===== src/rtl/asc_pkg.sv =====
// Shared types and constants for the accelerometer step counter.
package asc_pkg;

  typedef struct packed {
    logic signed [15:0] accel_x;
    logic signed [15:0] accel_y;
    logic signed [15:0] accel_z;
    logic [31:0]        time_ms;
  } in_t;

  typedef struct packed {
    logic [31:0] steps_total;
    logic [15:0] magnitude;
    logic [15:0] window_mean;
    logic [1:0]  walk_mode;
    logic        step_seen;
  } out_t;

  // walk mode codes
  localparam logic [1:0] ModeIdle    = 2'd0;
  localparam logic [1:0] ModePending = 2'd1;
  localparam logic [1:0] ModeWalking = 2'd2;

  // configuration register indexes
  localparam logic [2:0] CfgPeakDropMin   = 3'd0;
  localparam logic [2:0] CfgVarianceMin   = 3'd1;
  localparam logic [2:0] CfgDebounceMs    = 3'd2;
  localparam logic [2:0] CfgConfirmWindow = 3'd3;
  localparam logic [2:0] CfgConfirmSteps  = 3'd4;
  localparam logic [2:0] CfgWalkTimeout   = 3'd5;
  localparam logic [2:0] CfgPeakHold      = 3'd6;

  localparam logic [15:0] ResetMag = 16'd17000;

  localparam logic [15:0] RstPeakDropMin   = 16'd2000;
  localparam logic [31:0] RstVarianceMin   = 32'd800000;
  localparam logic [15:0] RstDebounceMs    = 16'd300;
  localparam logic [15:0] RstConfirmWindow = 16'd3000;
  localparam logic [3:0]  RstConfirmSteps  = 4'd2;
  localparam logic [15:0] RstWalkTimeout   = 16'd2000;
  localparam logic [15:0] RstPeakHold      = 16'd2000;

endpackage


===== src/rtl/accel_step_counter.sv =====
// Accelerometer step counter: magnitude, window statistics, step detection and walk machine.
// Steps per sample: the squares, the one-bit-per-cycle root, window update and reciprocal mean,
// the variance pass on the shared 17x17 multiplier, then the decision.
// A new sample is taken only once the last one is done; a waiting result holds the next one.
// Reset (async, active low): window reads 17000 via valid bits, state clears, regs default.
module accel_step_counter
  import asc_pkg::*;
#(
  parameter int MEAN_DEPTH = 20,
  parameter int VAR_DEPTH  = 10
) (
  input  logic        clk_i,
  input  logic        rst_ni,
  input  logic        in_valid_i,
  output logic        in_stall_o,
  input  in_t         in_data_i,
  output logic        out_valid_o,
  input  logic        out_stall_i,
  output out_t        out_data_o,
  input  logic        cfg_valid_i,
  output logic        cfg_ready_o,
  input  logic [2:0]  cfg_index_i,
  input  logic [31:0] cfg_data_i
);

  localparam int AddrW  = (MEAN_DEPTH > 1) ? $clog2(MEAN_DEPTH) : 1;
  localparam int SumW   = 16 + $clog2(MEAN_DEPTH + 1);
  localparam int VarN   = (VAR_DEPTH < MEAN_DEPTH) ? VAR_DEPTH : MEAN_DEPTH;
  localparam int AccW   = 32 + $clog2(VarN + 1);
  localparam int ThrW   = 33 + $clog2(VAR_DEPTH + 1);
  localparam int CntTop = (VarN + 2 > 16) ? VarN + 2 : 16;
  localparam int CntW   = $clog2(CntTop + 1);
  // reciprocal of the window depth, exact for every window sum
  localparam int     RecipK = SumW + 6;
  localparam longint RecipL = ((longint'(1) << RecipK) + MEAN_DEPTH - 1) / MEAN_DEPTH;

  localparam logic [SumW-1:0]   SumReset = SumW'(int'(ResetMag) * MEAN_DEPTH);
  localparam logic [RecipK-1:0] Recip    = RecipK'(RecipL);
  localparam logic [AddrW-1:0]  LastAddr = AddrW'(MEAN_DEPTH - 1);

  localparam logic [3:0] StIdle = 4'd0;
  localparam logic [3:0] StSq   = 4'd1;
  localparam logic [3:0] StRoot = 4'd2;
  localparam logic [3:0] StOld  = 4'd3;
  localparam logic [3:0] StUpd  = 4'd4;
  localparam logic [3:0] StDiv  = 4'd5;
  localparam logic [3:0] StVar  = 4'd6;
  localparam logic [3:0] StFin  = 4'd7;

  logic [3:0] state_q, state_d;
  logic [CntW-1:0] cnt_q, cnt_d;

  // config
  logic [15:0] pdm_q, deb_q, cwin_q, wto_q, phold_q;
  logic [31:0] vmin_q;
  logic [3:0]  csteps_q;

  // sample and datapath
  in_t smp_q, smp_d;
  logic signed [16:0] op;
  logic signed [33:0] prod_q;
  logic [31:0] sq_q, sq_d;
  logic [17:0] rem_q, rem_d;
  logic [19:0] rem_sh;
  logic [19:0] trial;
  logic [15:0] root_q, root_d;
  logic [31:0] nsh_q, nsh_d;
  logic [SumW-1:0] sum_q, sum_d;
  logic [SumW+RecipK-1:0] mprod;
  logic [15:0] quot_q, quot_d;
  logic [AccW-1:0] vacc_q, vacc_d;
  logic rdv_q, rdv_d, pv_q, pv_d;
  logic [AddrW-1:0] pos_q, pos_d, idx_q, idx_d, rd_addr;

  // window memory
  logic [15:0] mem_q [MEAN_DEPTH];
  logic [MEAN_DEPTH-1:0] wvld_q;
  logic [15:0] rdata_q;
  logic rvld_q;
  logic [15:0] word;
  logic wr_en;

  // tracking state
  logic [15:0] prev_mag_q, prev_mean_q, peak_q;
  logic peak_vld_q;
  logic [31:0] peak_since_q, pend_since_q, last_det_q, last_cnt_q, total_q;
  logic [1:0] mode_q;
  logic [3:0] pend_q;

  logic out_valid_q;
  out_t out_q;

  logic in_xfer, fin_go;

  assign in_xfer     = in_valid_i && !in_stall_o;
  assign in_stall_o  = (state_q != StIdle);
  assign cfg_ready_o = 1'b1;
  assign out_valid_o = out_valid_q;
  assign out_data_o  = out_q;
  assign fin_go      = (state_q == StFin) && !(out_valid_q && out_stall_i);

  assign word = rvld_q ? rdata_q : ResetMag;

  // shared multiplier operand
  always_comb begin
    op = '0;
    if (state_q == StSq) begin
      case (cnt_q[1:0])
        2'd0:    op = 17'(smp_q.accel_x);
        2'd1:    op = 17'(smp_q.accel_y);
        default: op = 17'(smp_q.accel_z);
      endcase
    end else begin
      op = $signed({1'b0, word}) - $signed({1'b0, quot_q});
    end
  end

  assign rem_sh = {rem_q, nsh_q[31:30]};
  assign trial  = {2'b00, root_q, 2'b01};
  assign mprod  = sum_q * Recip;
  assign rd_addr = (state_q == StVar) ? idx_q : pos_q;
  assign wr_en  = (state_q == StUpd);

  always_comb begin
    state_d = state_q;
    cnt_d   = cnt_q;
    smp_d   = smp_q;
    sq_d    = sq_q;
    rem_d   = rem_q;
    root_d  = root_q;
    nsh_d   = nsh_q;
    sum_d   = sum_q;
    quot_d  = quot_q;
    vacc_d  = vacc_q;
    rdv_d   = 1'b0;
    pv_d    = rdv_q;
    pos_d   = pos_q;
    idx_d   = idx_q;
    unique case (state_q)
      StIdle: begin
        if (in_xfer) begin
          smp_d   = in_data_i;
          cnt_d   = '0;
          sq_d    = '0;
          state_d = StSq;
        end
      end
      StSq: begin
        if (cnt_q != '0) sq_d = sq_q + prod_q[31:0];
        if (cnt_q == CntW'(3)) begin
          rem_d   = '0;
          root_d  = '0;
          nsh_d   = sq_d;
          cnt_d   = '0;
          state_d = StRoot;
        end else begin
          cnt_d = cnt_q + 1'b1;
        end
      end
      StRoot: begin
        if (rem_sh >= trial) begin
          rem_d  = 18'(rem_sh - trial);
          root_d = {root_q[14:0], 1'b1};
        end else begin
          rem_d  = 18'(rem_sh);
          root_d = {root_q[14:0], 1'b0};
        end
        nsh_d = {nsh_q[29:0], 2'b00};
        if (cnt_q == CntW'(15)) begin
          state_d = StOld;
        end else begin
          cnt_d = cnt_q + 1'b1;
        end
      end
      StOld: begin
        state_d = StUpd;
      end
      StUpd: begin
        sum_d   = sum_q - SumW'(word) + SumW'(root_q);
        cnt_d   = '0;
        idx_d   = pos_q;
        pos_d   = (pos_q == LastAddr) ? '0 : pos_q + 1'b1;
        state_d = StDiv;
      end
      StDiv: begin
        quot_d  = mprod[RecipK +: 16];
        cnt_d   = '0;
        vacc_d  = '0;
        pv_d    = 1'b0;
        state_d = StVar;
      end
      StVar: begin
        // read, square and accumulate overlap, each following the one before in the next cycle
        if (cnt_q < CntW'(VarN)) begin
          rdv_d = 1'b1;
          idx_d = (idx_q == '0) ? LastAddr : idx_q - 1'b1;
        end
        if (pv_q) vacc_d = vacc_q + AccW'(prod_q[31:0]);
        if (cnt_q == CntW'(VarN + 1)) begin
          state_d = StFin;
        end else begin
          cnt_d = cnt_q + 1'b1;
        end
      end
      StFin: begin
        if (fin_go) state_d = StIdle;
      end
      default: state_d = StIdle;
    endcase
  end

  // detection and walk machine
  logic [15:0] mag, mean, pk_n;
  logic        pkv_n, crossed, drop_ok, var_ok, deb_ok, det;
  logic [ThrW-1:0] thr;
  logic [4:0]  ps_inc;
  logic [1:0]  mode_n;
  logic [3:0]  pend_n;
  logic [31:0] total_n, pend_since_n, last_det_n, last_cnt_n, peak_since_n, now;
  logic [15:0] pk_f;
  logic        pkv_f;

  always_comb begin
    mag  = root_q;
    mean = quot_q;
    now  = smp_q.time_ms;
    pk_n  = (mag > peak_q) ? mag : peak_q;
    pkv_n = (mag > peak_q) ? 1'b1 : peak_vld_q;
    thr   = ThrW'({1'b0, vmin_q} + 33'd1) * ThrW'(VAR_DEPTH);
    crossed  = (mag < mean) && (prev_mag_q >= prev_mean_q);
    drop_ok  = pkv_n && ((pk_n - mag) >= pdm_q);
    var_ok   = (ThrW'(vacc_q) >= thr);
    deb_ok   = ((now - last_cnt_q) > 32'(deb_q));
    det      = crossed && drop_ok && var_ok && deb_ok;
    ps_inc   = {1'b0, pend_q} + 5'd1;

    mode_n       = mode_q;
    pend_n       = pend_q;
    total_n      = total_q;
    pend_since_n = pend_since_q;
    last_det_n   = last_det_q;
    last_cnt_n   = last_cnt_q;
    if (det) begin
      last_det_n = now;
      case (mode_q)
        ModeIdle: begin
          mode_n       = ModePending;
          pend_since_n = now;
          pend_n       = 4'd1;
        end
        ModePending: begin
          pend_n = ps_inc[3:0];
          if (ps_inc >= {1'b0, csteps_q}) begin
            total_n    = total_q + 32'(ps_inc);
            last_cnt_n = now;
            pend_n     = '0;
            mode_n     = ModeWalking;
          end
        end
        default: begin
          total_n    = total_q + 32'd1;
          last_cnt_n = now;
        end
      endcase
    end
    if (mode_n == ModePending && (now - pend_since_n) > 32'(cwin_q)) begin
      mode_n = ModeIdle;
      pend_n = '0;
    end
    if (mode_n == ModeWalking && (now - last_det_n) > 32'(wto_q)) begin
      mode_n = ModeIdle;
    end

    peak_since_n = (pkv_n && !peak_vld_q) ? now : peak_since_q;
    pk_f  = pk_n;
    pkv_f = pkv_n;
    if (pkv_n && (now - peak_since_n) > 32'(phold_q)) begin
      pk_f  = '0;
      pkv_f = 1'b0;
    end
  end

  always_ff @(posedge clk_i or negedge rst_ni) begin
    if (!rst_ni) begin
      state_q      <= StIdle;
      cnt_q        <= '0;
      sum_q        <= SumReset;
      pos_q        <= '0;
      wvld_q       <= '0;
      rdv_q        <= 1'b0;
      pv_q         <= 1'b0;
      prev_mag_q   <= '0;
      prev_mean_q  <= '0;
      peak_q       <= '0;
      peak_vld_q   <= 1'b0;
      peak_since_q <= '0;
      mode_q       <= ModeIdle;
      pend_q       <= '0;
      pend_since_q <= '0;
      last_det_q   <= '0;
      last_cnt_q   <= '0;
      total_q      <= '0;
      out_valid_q  <= 1'b0;
      pdm_q        <= RstPeakDropMin;
      vmin_q       <= RstVarianceMin;
      deb_q        <= RstDebounceMs;
      cwin_q       <= RstConfirmWindow;
      csteps_q     <= RstConfirmSteps;
      wto_q        <= RstWalkTimeout;
      phold_q      <= RstPeakHold;
    end else begin
      state_q <= state_d;
      cnt_q   <= cnt_d;
      sum_q   <= sum_d;
      pos_q   <= pos_d;
      rdv_q   <= rdv_d;
      pv_q    <= pv_d;
      if (wr_en) wvld_q[pos_q] <= 1'b1;
      if (fin_go) begin
        prev_mag_q   <= mag;
        prev_mean_q  <= mean;
        peak_q       <= pk_f;
        peak_vld_q   <= pkv_f;
        peak_since_q <= peak_since_n;
        mode_q       <= mode_n;
        pend_q       <= pend_n;
        pend_since_q <= pend_since_n;
        last_det_q   <= last_det_n;
        last_cnt_q   <= last_cnt_n;
        total_q      <= total_n;
        out_valid_q  <= 1'b1;
      end else if (out_valid_q && !out_stall_i) begin
        out_valid_q <= 1'b0;
      end
      if (cfg_valid_i && cfg_ready_o) begin
        unique case (cfg_index_i)
          CfgPeakDropMin:   pdm_q    <= cfg_data_i[15:0];
          CfgVarianceMin:   vmin_q   <= cfg_data_i;
          CfgDebounceMs:    deb_q    <= cfg_data_i[15:0];
          CfgConfirmWindow: cwin_q   <= cfg_data_i[15:0];
          CfgConfirmSteps:  csteps_q <= cfg_data_i[3:0];
          CfgWalkTimeout:   wto_q    <= cfg_data_i[15:0];
          CfgPeakHold:      phold_q  <= cfg_data_i[15:0];
          default: ;
        endcase
      end
    end
  end

  // payload registers
  always_ff @(posedge clk_i) begin
    smp_q   <= smp_d;
    prod_q  <= op * op;
    sq_q    <= sq_d;
    rem_q   <= rem_d;
    root_q  <= root_d;
    nsh_q   <= nsh_d;
    quot_q  <= quot_d;
    vacc_q  <= vacc_d;
    idx_q   <= idx_d;
    rdata_q <= mem_q[rd_addr];
    rvld_q  <= wvld_q[rd_addr];
    if (wr_en) mem_q[pos_q] <= root_q;
    if (fin_go) begin
      out_q.steps_total <= total_n;
      out_q.magnitude   <= mag;
      out_q.window_mean <= mean;
      out_q.walk_mode   <= mode_n;
      out_q.step_seen   <= det;
    end
  end

endmodule


===== config.mk =====
export PLATFORM = sky130hd
export DESIGN_NAME = accel_step_counter
export DESIGN_NICKNAME = d
export VERILOG_FILES = /design/src/rtl/asc_pkg.sv /design/src/rtl/accel_step_counter.sv
export SDC_FILE = /design/constraint.sdc
export NUM_CORES = 2
export LEC_CHECK = 0
export ABC_CLOCK_PERIOD_IN_PS = 11150
export BUFFER_PORTS_ARGS = -buffer_cell sky130_fd_sc_hd__buf_4
export CORE_UTILIZATION = 55
export DETAILED_ROUTE_END_ITERATION = 12
export PLACE_DENSITY = 0.73
export SYNTH_ARGS = -nofsm -noshare
export SYNTH_HDL_FRONTEND = slang
export SYNTH_SLANG_ARGS = --single-unit

===== constraint.sdc =====
create_clock -name clk_i -period 11.15 [get_ports clk_i]
set_input_delay 0.5575 -clock clk_i [delete_from_list [all_inputs] [get_ports clk_i]]
set_output_delay 0.5575 -clock clk_i [all_outputs]
set_load 0.05 [all_outputs]

Word-level counts from Yosys, hierarchy flattened:

Memories as Yosys holds them, arrays and structs flattened. A register that Yosys moved wholly into a read port is not among the register bits.
Cells that the tools add are included.
Widths: inputs -> output; s select.

* bits in registers: 724
* memory bits (writable): 320
* input port bits: 120
* output and inout bits: 70
* memories kept: 1

Memories
* mem_q: depth 20, width 16, read ports 1, clocked after Yosys merged registers in 1, wr ports 1, line accel_step_counter.sv:76 `logic [15:0] mem_q [MEAN_DEPTH];`

* add/sub/neg operators: 18
* multipliers: 3
* $lt $le $gt $ge: 15
* equal/unequal tests: 31
* multiplexer cells: 65
* bitwise operators: 2
* reductions and logical operators: 50

Operator list (count)
* $mux 32: 10
* $pmux 32 s2: 4
* $gt 32x16->1: 4
* $sub 32x32->32: 4
* $pmux 36 s2: 1
* $mux 16: 4
* $mul 21x23->43 const B: 1
* $mux 5: 8
* $ge 36x37->1: 1
* $add 36x32->36: 1
* $mul 33x3->36 const B: 1
* $mux 18: 2
* $mux 36: 1
* $pmux 18 s2: 1
* $pmux 17 s2: 1
* $add 32x1->33 const B: 1
* $add 32x1->32 const B: 1
* $add 32x32->32: 1
* $add 32x5->32: 1
* $ge 16x16->1: 2
* $mul 17x17->32: 1
* $mux 4: 8
* $pmux 16 s2: 1
* $pmux 4 s8: 1
* 54 further kinds: 123

Depth between registers and ports, before layout:

* word-level depth: 16
* mapped depth: 70

Worst setup path before layout:

No wires, ideal clock.

* path type: register to register
* from: register root_q[1], in the netlist mag[1]
* to: register out_q, in the netlist out_data_o[2] (data pin)
* arrival: 11.675 ns
* required time: 11.020 ns
* path slack: -0.655 ns
* cell stages (with the launch flop): 68
* path buffers: 3
* period minus slack after synthesis: 11.805 ns
* path through: edfxtp_1 -> ha_1 -> nor2b_1 -> o21a_1 -> o21ai_0 -> a211oi_1 -> a211oi_1 -> o31ai_1 -> clkbuf_1 -> mux2i_1 -> inv_1 -> ha_1 -> nor2b_1 -> o21ai_0 -> a21boi_0 -> o21ai_0 -> a21boi_0 -> o21ai_0 -> (+32 left out) -> nor2b_1 -> o31a_1 -> ha_1 -> a21oi_1 -> nor2b_1 -> o21ai_0 -> nand2b_1 -> a21oi_1 -> nor2b_1 -> o21ai_0 -> a32oi_1 -> a2111oi_0 -> o311ai_0 -> nor3_1 -> nor4b_1 -> o2111ai_1 -> a2111oi_0 -> a21o_1

RTL lines
* start, declared: line accel_step_counter.sv:66 `logic [15:0] root_q, root_d;`
* start signal, assigned: line accel_step_counter.sv:356 `root_q <= root_d;`
* $gt 16x16->1: line accel_step_counter.sv:227, accel_step_counter.sv:228
* $mux 16: line accel_step_counter.sv:227 `pk_n = (mag > peak_q) ? mag : peak_q;`
* $sub 16x16->16: line accel_step_counter.sv:231 `drop_ok = pkv_n && ((pk_n - mag) >= pdm_q);`
* $ge 16x16->1: line accel_step_counter.sv:231
* $logic_and 1x1->1: line accel_step_counter.sv:231
* $logic_and 1x1->1 (*) (3 in series): line accel_step_counter.sv:234 `det = crossed && drop_ok && var_ok && deb_ok;`
* $mux 32 (*): line accel_step_counter.sv:243 `if (det) begin`
* via last_det_n[0]: line accel_step_counter.sv:219 `logic [31:0] total_n, pend_since_n, last_det_n, last_cnt_n, peak_since_n, now;`
* $sub 32x32->32 (*): line accel_step_counter.sv:270 `if (mode_n == ModeWalking && (now - last_det_n) > 32'(wto_q)) begin`
* $gt 32x16->1 (*): line accel_step_counter.sv:270
* $logic_and 1x1->1 (*): line accel_step_counter.sv:270
* $mux 2 (*): line accel_step_counter.sv:270
* via mode_n[1]: line accel_step_counter.sv:217 `logic [1:0] mode_n;`
* end, declared: line accel_step_counter.sv:91 `out_t out_q;`

The timed path passes the listed nets; every way through them passes the cells marked *.
A chain may end at the register's enable or synchronous reset.

Worst setup path in the final report:

* from: register root_q[1], in the netlist mag[1]
* to: register pend_q[3]

* word-level cells in the longest chain between the ends: 14

Ends and longest elaborated chain
* $gt 16x16->1: line accel_step_counter.sv:227, accel_step_counter.sv:228
* $mux 16: line accel_step_counter.sv:227
* $sub 16x16->16: line accel_step_counter.sv:231
* $ge 16x16->1: line accel_step_counter.sv:231
* $logic_and 1x1->1: line accel_step_counter.sv:231
* $logic_and 1x1->1 (*) (3 in series): line accel_step_counter.sv:234
* $mux 32: line accel_step_counter.sv:243
* $sub 32x32->32: line accel_step_counter.sv:266 `if (mode_n == ModePending && (now - pend_since_n) > 32'(cwin_q)) begin`
* $gt 32x16->1: line accel_step_counter.sv:266
* $logic_and 1x1->1: line accel_step_counter.sv:266
* $reduce_bool 3->1 (no line) or $reduce_bool 2->1 (tied branches)
* $reduce_and 3->1 (no line)
* end signal, assigned: line accel_step_counter.sv:326 `pend_q <= pend_n;`
* end, declared: line accel_step_counter.sv:88 `logic [3:0] pend_q;`

Mark *: on every way between the ends. The rest lies on a longest branch, timed or not.

==> results.json <==
{
  "viasPerCell": 5.814,
  "gp_congestion": 0.9768,
  "critPathBufInv": 7,
  "overflow": 0,
  "cts_max_level": 3,
  "num_rows": 136,
  "gr-usage-all-layers": 0.2972,
  "yosysSeqAreaShare": 0.3868,
  "grt-busiest-layer": "met2",
  "route.detailed.drc": 0,
  "finalWorstSetupSlack_ps": -139.2,
  "clkLatencyLatePin_ps": 790,
  "slowest_delay_ps": 400,
  "maxCapViolCount": 0,
  "grt_util_met3": 0.04861,
  "grt_max_degree": 99,
  "core_area_um2": 137300,
  "critPathMaxFanout": 8,
  "worst_pin_slew_ps": 1340,
  "drt-total-wl_mm": 207.0,
  "async_reset_ff_frac": 0.3667,
  "setup_viol": 8,
  "skew_ps": 68.89,
  "gr-usage-met2": 0.4704,
  "synth_nets": 8848,
  "die-area_um2": 139700,
  "arrival_ps": 12010,
  "path_clk_slew_ps": 60,
  "drv_slew": 0,
  "grt_pass1_vias": 57630,
  "grt_setup_unrepaired": "true",
  "syn_area_um2": 76000,
  "clk_path_buf_depth": 3,
  "synthFlopType": "edfxtp_1",
  "synth-edff-count": 622,
  "cts_sinks": 1058,
  "cp.required_ps": 11870,
  "num_vias": 57880,
  "cp-start-kind": "flip-flop",
  "cts-root-buf": "clkbuf_16",
  "antenna_found_initial": 7,
  "drtIter0Drc": 5522,
  "period_needed_ps": 11290,
  "final_util": 0.6332,
  "port_buffers": 188,
  "nFillCells": 10940,
  "layout-drive-gt1-share": 0.1381,
  "fin_cells": 9955,
  "dpl.cell_count": 9625,
  "crit_family": "compound AO/OA/AOI/OAI gates",
  "area_growth_pct": 14.41,
  "fp.dieH_um": 373.7,
  "use_met1": 0.4207,
  "grt_pass1_wl_mm": 324.4,
  "status": "finished with violations",
  "fmax_mhz": 88.58,
  "die_w_um": 373.7,
  "ys_warn_count": 0,
  "hold_viol_final": 0,
  "ys_seq_elements": 1058,
  "yosys.cell_types.count": 100,
  "wl_per_cell_um": 20.80,
  "drt_pass1_iterations": 7,
  "cts_tree": "done",
  "pin_count": 190,
  "hpwl_mm": 152.2,
  "cp_slowest_cell": "edfxtp_1",
  "hp-class": "primary input to flip-flop",
  "worst-setup-path-type": "flip-flop to flip-flop",
  "cts_inserted_buffers": 116,
  "antenna_left": 0,
  "end_kind": "flip-flop",
  "finalCritPeriodShare": 1.012,
  "max_slew_margin": 0.09822,
  "fin_nets": 9340,
  "syn_inst": 7566,
  "violations": "setup timing",
  "synth_area_per_cell_um2": 10.05,
  "start_util": 0.5535
}
-- logic make-up after synthesis --
| group | Yosys count | synth area share |
|---|---|---|
| adders and majority gates | 1164 | 0.2327 |
| DFF | 1058 | 0.3868 |
| other | 1 | 0.00004934 |
| muxes | 243 | 0.03404 |
| buffers and inverters | 1090 | 0.05429 |
| AOI/OAI and AO/OA | 1392 | 0.1169 |
| xor gates and xnor gates | 340 | 0.03918 |
| and+or+nand+nor | 2278 | 0.1360 |
-- through the flow --
stage / hold WS, ps / cell area [µm²] / setup TNS, ps / worst slack, ps
floorplan: 261.9 / 76110 / 0 / 3.072
global placement: 451.6 / 81400 / -1578 / -271.2
detailed placement: 452.0 / 81400 / -4817 / -688.2
CTS: 3.997 / 86400 / 0 / 11.56
global route: 15.94 / 86960 / -6294 / -917.7
finish: 45.34 / 86960 / -824.3 / -139.2
-- final timing paths --
kind | start | endpoint | slack (ps) | cells past startpoint
min in group asynchronous | rst_ni | last_det_q[23] | 370 | 2
worst min register to register | wvld_q[13] | wvld_q[13] | 470 | 1
worst max-delay path | mag[1] | pend_q[3] | -140 | 66
max in group asynchronous | rst_ni | vmin_q[26] | 8430 | 4
worst min-delay path | cfg_data_i[21] | vmin_q[21] | 50 | 2
worst max register to register | mag[1] | pend_q[3] | -140 | 66
-- timing repair --
action,CTS,global route
setup endpoints to repair,8,13
hold buffers,83,0
hold endpoints to repair,169,0
pin swaps,25,83
setup buffers,7,20
resized for setup,47,101
-- metal layers --
metal,up-vias,part of all wire,wire length [µm]
li1,27140,-,-
met2,1963,0.46,94710
met5,-,0.00020,41
met1,28430,0.44,90610
met4,6,0.030,6244
met3,336,0.074,15420
-- state kept, by name, summed over array words and instances (netlist names), 32 cells and up --
signal / cells
last_cnt_q: 32
last_det_q: 32
total_q: 32
vacc_q: 36
vmin_q: 32
now: 32
out_data_o: 67
sq_q: 32
smp_q: 48
pend_since_q: 32
nsh_q: 32
peak_since_q: 32
mem_q: 320
-- layout by cell type, fill, tap and decap left out, types with 65 or more instances in the layout --
master | Yosys | layout
nand3_1 | 210 | 208
dfrtp_1 | 347 | 347
nand2_1 | 923 | 916
xnor2_1 | 212 | 208
and3_1 | 82 | 80
inv_1 | 841 | 839
a21oi_1 | 317 | 296
a211oi_1 | 72 | 66
edfxtp_1 | 622 | 622
nand2b_1 | 88 | 87
o21ai_0 | 414 | 381
fa_1 | 417 | 415
a21o_1 | 121 | 121
dlygate4sd3_1 | 0 | 83
ha_1 | 745 | 735
nor2_1 | 546 | 533
mux2i_1 | 119 | 114
buf_4 | 7 | 529
xor2_1 | 128 | 126
mux2_2 | 124 | 124
clkbuf_16 | 0 | 117
nor2b_1 | 69 | 65
nor3_1 | 95 | 82
-- Yosys cell counts, drive strengths merged (22+ instances only) --
cell      n  area, µm²
inv     842       3161
nor3     97      501.7
o211ai   36      275.3
a21oi   318       1595
o21a     52      390.4
xor2    128       1121
a211oi   73      553.0
nand2b   88      550.5
nor2b    69      431.7
nand4    61      387.9
xnor2   212       1857
a31o     22      192.7
a31oi    51      325.3
clkbuf  204      765.7
mux2    124       1396
fa      417       8348
nand3   210       1051
a311oi   57      499.2
dfxtp    48      960.9
dfrtp   347       8683
ha      745       9321
o31ai    29      217.7
nand2   923       3465
and3     82      513.0
buf      40      185.2
nor2    546       2049
or2      51      319.1
a21boi   32      240.2
o21ai   422       2123
edfxtp  622      18680
and2     51      320.3
a21o    121      908.4
or3      27      168.9
dfstp    41       1077
o21bai   29      217.7
mux2i   119       1191
-- cell type report --
| class | count | area (µm²) | share of cell area |
|---|---|---|---|
| Clock inverter | 77 | 810.8 | 0.009324 |
| Timing Repair Buffer | 618 | 4882 | 0.05614 |
| Multi-Input combinational cell | 5418 | 43350 | 0.4985 |
| Sequential cell | 1058 | 29400 | 0.3381 |
| Inverter | 846 | 3181 | 0.03658 |
| Antenna cell | 1 | 2.502 | 0.00002878 |
| Clock buffer | 143 | 3085 | 0.03548 |
| Tap cell | 1794 | 2245 | 0.02581 |
Power is left out: the tool's default activity adds up to more than one toggle a clock period on the data nets, which glitch-free logic cannot reach.
